`src/sv/mspt_pkg.sv`:
```
// shared types and constants for the multi-slot periodic timer
// no dependencies; imported by every module of the block
package mspt_pkg;

    localparam int SLOTS    = 16;
    localparam int IDX_W    = (SLOTS > 1) ? $clog2(SLOTS) : 1;
    localparam int ID_W     = $clog2(SLOTS + 1);
    localparam int TIME_W   = 32;
    localparam int FIRED_W  = 16;

    localparam logic [1:0] CMD_TICK  = 2'd0;
    localparam logic [1:0] CMD_START = 2'd1;
    localparam logic [1:0] CMD_STOP  = 2'd2;

    typedef struct packed {
        logic [1:0]        command;
        logic [TIME_W-1:0] interval_ms;
        logic              single_shot;
        logic [4:0]        timer_id;
    } req_t;

    typedef struct packed {
        logic [4:0]         new_id;
        logic               table_full;
        logic [FIRED_W-1:0] fired_mask;
    } rsp_t;

    // status from the shared slot unit back to the sequencer
    typedef struct packed {
        logic fire;
        logic keep;
    } step_t;

endpackage

```
`src/sv/mspt_step_unit.sv`:
```
// shared slot unit: advances one slot's elapsed count and tests it against its period
// depends on mspt_pkg
module mspt_step_unit
    import mspt_pkg::*;
(
    input  logic              active,
    input  logic              single,
    input  logic [TIME_W-1:0] elapsed,
    input  logic [TIME_W-1:0] period,
    output logic [TIME_W-1:0] elapsed_new,
    output step_t             status
);

    logic [TIME_W-1:0] bumped;
    logic              hit;

    assign bumped = elapsed + TIME_W'(1);
    assign hit    = active && (bumped == period);

    always_comb
    begin
        status.fire = hit;
        // a single-shot slot is freed on its firing
        status.keep = active && !(hit && single);
        elapsed_new = hit ? '0 : bumped;
    end

endmodule

```
`src/sv/multi_slot_periodic_timer.sv`:
```
// top level of the multi-slot periodic timer: command sequencer and slot storage
// depends on mspt_pkg and mspt_step_unit
//
// usage:
//   a command transfer happens on a rising edge with start high and busy low;
//   request carries command, interval_ms, single_shot and timer_id
//   every command yields exactly one result on the result port, marked by
//   done for one cycle; the receiver has no way to hold it off
//   start and stop commands give their result the cycle after the transfer
//   and busy stays low, so commands may follow back to back
//   a tick walks the slot table through the shared increment/compare unit,
//   one slot per cycle, holding busy for the whole walk; its result appears
//   when the last slot has been stepped, and busy drops in that same cycle
//   the tick walks slot by slot since there is one shared unit and a single table write port
//   reset clears all active and single-shot flags and the sequencer; period
//   and elapsed storage is left as is and is only read for active slots
module multi_slot_periodic_timer
    import mspt_pkg::*;
(
    input  logic clk,
    input  logic rst_n,
    input  logic start,
    input  req_t request,
    output logic busy,
    output logic done,
    output rsp_t result
);

    logic [SLOTS-1:0]  active_reg, active_next;
    logic [SLOTS-1:0]  single_reg, single_next;
    logic [TIME_W-1:0] period_reg  [SLOTS];
    logic [TIME_W-1:0] elapsed_reg [SLOTS];

    logic               busy_reg, busy_next;
    logic               done_reg, done_next;
    logic [IDX_W-1:0]   idx_reg, idx_next;
    logic [FIRED_W-1:0] mask_reg, mask_next;
    rsp_t               result_reg, result_next;

    logic [ID_W-1:0]   top_id;
    logic              accept;
    logic              last;
    logic              stop_ok;
    logic              start_ok;
    logic [IDX_W-1:0]  start_idx;
    logic [IDX_W-1:0]  stop_idx;
    logic [TIME_W-1:0] elapsed_new;
    step_t             status;

    assign accept = start && !busy_reg;
    assign last   = (idx_reg == IDX_W'(SLOTS - 1));

    // highest active id, zero when the table is empty
    always_comb
    begin
        top_id = '0;
        for (int k = 0; k < SLOTS; k++)
        begin
            if (active_reg[k])
            begin
                top_id = ID_W'(k + 1);
            end
        end
    end

    assign start_idx = IDX_W'(top_id);
    assign start_ok  = (request.interval_ms != '0) && (32'(top_id) < SLOTS);
    assign stop_idx  = IDX_W'(request.timer_id - 5'd1);
    assign stop_ok   = (request.timer_id != 5'd0) && (32'(request.timer_id) <= SLOTS);

    mspt_step_unit u_step (
        .active      (active_reg[idx_reg]),
        .single      (single_reg[idx_reg]),
        .elapsed     (elapsed_reg[idx_reg]),
        .period      (period_reg[idx_reg]),
        .elapsed_new (elapsed_new),
        .status      (status)
    );

    always_comb
    begin
        active_next = active_reg;
        single_next = single_reg;
        busy_next   = busy_reg;
        done_next   = 1'b0;
        idx_next    = idx_reg;
        mask_next   = mask_reg;
        result_next = result_reg;

        if (busy_reg)
        begin
            active_next[idx_reg] = status.keep;
            if (status.fire && (32'(idx_reg) < FIRED_W))
            begin
                mask_next = mask_reg | (FIRED_W'(1) << idx_reg);
            end
            idx_next = idx_reg + IDX_W'(1);
            if (last)
            begin
                busy_next   = 1'b0;
                done_next   = 1'b1;
                idx_next    = '0;
                result_next = '{new_id: 5'd0, table_full: 1'b0, fired_mask: mask_next};
            end
        end
        else if (accept)
        begin
            done_next   = 1'b1;
            result_next = '0;
            unique case (request.command)
                CMD_TICK:
                begin
                    busy_next = 1'b1;
                    done_next = 1'b0;
                    idx_next  = '0;
                    mask_next = '0;
                end
                CMD_START:
                begin
                    if (request.interval_ms != '0)
                    begin
                        if (start_ok)
                        begin
                            active_next[start_idx] = 1'b1;
                            single_next[start_idx] = request.single_shot;
                            result_next.new_id     = 5'(top_id + ID_W'(1));
                        end
                        else
                        begin
                            result_next.table_full = 1'b1;
                        end
                    end
                end
                CMD_STOP:
                begin
                    if (stop_ok)
                    begin
                        active_next[stop_idx] = 1'b0;
                    end
                end
                default:
                begin
                    result_next = '0;
                end
            endcase
        end
    end

    always_ff @(posedge clk or negedge rst_n)
    begin
        if (!rst_n)
        begin
            active_reg <= '0;
            single_reg <= '0;
            busy_reg   <= 1'b0;
            done_reg   <= 1'b0;
            idx_reg    <= '0;
        end
        else
        begin
            active_reg <= active_next;
            single_reg <= single_next;
            busy_reg   <= busy_next;
            done_reg   <= done_next;
            idx_reg    <= idx_next;
        end
    end

    // payload and slot storage, single write port
    always_ff @(posedge clk)
    begin
        mask_reg   <= mask_next;
        result_reg <= result_next;
        if (busy_reg)
        begin
            if (active_reg[idx_reg])
            begin
                elapsed_reg[idx_reg] <= elapsed_new;
            end
        end
        else if (accept && (request.command == CMD_START) && start_ok)
        begin
            period_reg[start_idx]  <= request.interval_ms;
            elapsed_reg[start_idx] <= '0;
        end
    end

    assign busy   = busy_reg;
    assign done   = done_reg;
    assign result = result_reg;

endmodule

```
`config.mk`:
```
export PLATFORM = sky130hd
export DESIGN_NAME = multi_slot_periodic_timer
export DESIGN_NICKNAME = d
export VERILOG_FILES = /design/src/sv/mspt_pkg.sv /design/src/sv/mspt_step_unit.sv /design/src/sv/multi_slot_periodic_timer.sv
export SDC_FILE = /design/constraint.sdc
export NUM_CORES = 1
export LEC_CHECK = 0
export BUFFER_PORTS_ARGS = -buffer_cell sky130_fd_sc_hd__clkbuf_2
export CAP_MARGIN = 10
export CELL_PAD_IN_SITES_DETAIL_PLACEMENT = 1
export CELL_PAD_IN_SITES_GLOBAL_PLACEMENT = 1
export CORE_MARGIN = 1.5
export CORE_UTILIZATION = 58
export CTS_BUF_LIST = sky130_fd_sc_hd__clkbuf_4 sky130_fd_sc_hd__clkbuf_8
export CTS_CLUSTER_SIZE = 30
export DETAILED_ROUTE_END_ITERATION = 12
export PLACE_DENSITY = 0.89
export SETUP_SLACK_MARGIN = 0.2
export SLEW_MARGIN = 20
export SYNTH_ARGS = -nofsm -noshare
export SYNTH_HDL_FRONTEND = slang
export SYNTH_SLANG_ARGS = --single-unit
```
`constraint.sdc`:
```
create_clock -name clk -period 5.7 [get_ports clk]
set_input_delay 0.855 -clock clk [delete_from_list [all_inputs] [get_ports clk]]
set_output_delay 0.855 -clock clk [all_outputs]
set_load 0.01 [all_outputs]
```
==> flow_summary.toml <==
[clock_tree]
clk_latency_ns = 0.85
cts-root-buf = "clkbuf_8"
path_clk_slew_ns = 0.08
clockBufferDepth = 3
numCtsBuffers = 170
htree_levels = 4
cts_hold_buf = 0
cts.sinks = 1100
cts_tree = "done"

[floorplan]
die_width_um = 283
die_h_um = 283
rows = 102
dieArea_um2 = 79800
core_area_um2 = 77300
initial_core_util_pct = 58.6
io_pins = 67

[finish]
nNetsFinal = 2652
final_area_um2 = 51400
final_cell_mix = "edfxtp_1, mux4_2, clkbuf_8, nand2_1, buf_4"
final_common_cell = "edfxtp_1"
area_growth_pct = 13.4
layout-drive-gt1-share_pct = 31.0
fin_util_pct = 66.4

[worst_setup_path]
worstPathArrival_ns = 5.89
worstSetupStartpointType = "flop"
regToRegEndpoint = "elapsed_reg[13][7]$_DFFE_PP_"
crit_type = "flop to flop"
cp-end-kind = "flop"
r2r_cells = 13
rrSetupSlack_ns = 0.31
critPathMaxFanout = 31
cp.required_ns = 6.21
reg2reg_from = "idx_reg[2]$_DFFE_PN0P_"

[timing]
slew_headroom_pct = 23.9
fin_crit_sh_pct = 94.5
hold_violations = 0
hold_slack_ns = 0.208
min_period_ns = 5.39
skew_ns = 0.0651
rsz0062_at_grt = "no"
tightestPinTransition_ns = 1.13
finalSetupTns_ns = 0
drv_slew = 0
report.final.setup_viol = 0
setup_ws_ns = 0.312
fmaxAchievable_ghz = 0.186

[yosys]
synth.avg_cell_area_um2 = 19.5
synth_edf_count = 1062
syn_area_um2 = 45300
yosys.area.top_type = "edfxtp_1"
synthFlopType = "edfxtp_1"
yosysWarnings = 0
async_reset_ff_share_pct = 3.45
synthTopCellsByArea = "edfxtp_1, mux4_2, dfrtp_1, mux4_1, nand2_1"
yosysSeqAreaShare_pct = 72.5
netlist_instances = 2319
synth_seq_cells = 1100
syn-num-nets = 2374
synth.top_cell.area_share_pct = 70.4
synthDistinctLibCells = 83

[hold_path]
hp-class = "primary input to async pin"

[route]
vias = 26300
drtIter0Drc = 3225
wl_per_cell_um = 36.2
routed_wl_mm = 137
viasPerCell = 6.95
dr.pass1.iters = 5
drcViolationCount = 0
ant_nets = 0

[global_routing]
grt_pass1_wl_mm = 194
antenna_found_initial = 4
grt_max_degree = 133
overflow = 0
grt_pass1_vias = 27600
grt_use_total_pct = 34.8

[place]
portBuffers = 66
dpl-instance-area_um2 = 47700
pre_cts_slack_ns = -0.105
dp_hpwl_mm = 78.8
place.gp.congestion = 1.05

[pwr]
irDropWorstVdd_uv = 404
p_leak_nw = 16.8
power_density_nw_per_um2 = 588

[run_status]
outcome = "complete, no violations"

[flow_run]
cap_violations = 0
## synthesized netlist by cell type, drive strengths merged, types with 11 or more instances
cell type / number
a21oi: 27
a22oi: 48
and4: 11
buf: 71
clkbuf: 41
dfrtp: 38
edfxtp: 1062
ha: 12
inv: 34
mux2: 19
mux2i: 11
mux4: 293
nand2: 135
nand3: 49
nand4: 29
nor2: 100
nor2b: 14
nor3: 29
nor4: 27
o2111ai: 11
o21a: 13
o21ai: 46
o31ai: 12
xnor2: 39
xor2: 12
## per-stage QoR
step / instances / total power [mW]
after CTS: 3767 / 29.8
final: 3780 / 30.2
after floorplan: 2319 / 18.7
after detailed placement: 3452 / 23.0
after global placement: 3452 / 22.3
after global routing: 3780 / 31.2
## cell type report
class                      count  area, um^2
tap                         1040        1300
clock inverter                84         558
sequential                  1100       32900
antenna                        1        2.50
inverter                      35         131
timing repair buffer         219        1870
multi-input combinational   1071       11900
clock buffer                 230        2800
fill                        6438       26000
## worst max-delay path by stage
stage	to	slack, ns	start
2_1_floorplan	single_reg[3]$_DFFE_PN0P_	0.81	active_reg[1]$_DFFE_PN0P_
3_3_place_gp	result[7]$_SDFFCE_PN0P_	0.06	idx_reg[0]$_DFFE_PN0P_
3_5_place_dp	result[3]$_SDFFCE_PN0P_	-0.11	idx_reg[0]$_DFFE_PN0P_
4_1_cts	elapsed_reg[9][29]$_DFFE_PP_	0.01	idx_reg[1]$_DFFE_PN0P_
5_1_grt	result[6]$_SDFFCE_PN0P_	0.21	idx_reg[0]$_DFFE_PN0P_
6_report	elapsed_reg[13][7]$_DFFE_PP_	0.31	idx_reg[2]$_DFFE_PN0P_
## critical path, stage by stage (launching register included)
cell      delay, ns
dfrtp_2        0.56
nor2_4         0.65
a22oi_1        0.30
nand2_1        0.29
nand3_1        0.24
or4_1          0.78
or4_1          0.58
a21oi_1        0.32
and4b_1        0.25
nand4b_1       0.11
buf_4          0.13
o21ai_2        0.07
buf_12         0.19
nor2_2         0.53
## where the power goes
part / internal, mW / switching, mW
clock network: 3.41 / 3.26
registers: 11.0 / 0.383
logic: 4.52 / 7.66
total: 18.9 / 11.3
## layer usage
| layer | vias to the layer above | share of wire (%) | GRT usage [%] |
|---|---|---|---|
| met1 | 13800 | 36 | 44.1 |
| met3 | 443 | 9.2 | 7.45 |
| met5 | - | 0.0095 | 0 |
| met4 | 2 | 4.7 | 16.5 |
| met2 | 1798 | 50 | 57.8 |
| li1 | 10300 | - | - |
## cells by family (layout without fill, tap and decap cells)
| group | count (synthesis) | after routing | share of synthesized area, % |
|---|---|---|---|
| xor+xnor | 58 | 58 | 1.35 |
| compound gates | 226 | 226 | 3.51 |
| other cells | 0 | 1 | 0 |
| fa+ha+maj | 12 | 12 | 0.331 |
| simple gates | 452 | 452 | 4.90 |
| flops | 1100 | 1100 | 72.5 |
| mux | 323 | 323 | 15.5 |
| buf+inv | 148 | 568 | 1.93 |
## what timing repair did
item	CTS	global route
setup buffers	1	11
gates cloned	0	1
pin swaps	0	2
setup endpoints to repair	504	560
resized for setup	3	34
Note: power is estimated with default switching activity, not from simulation.
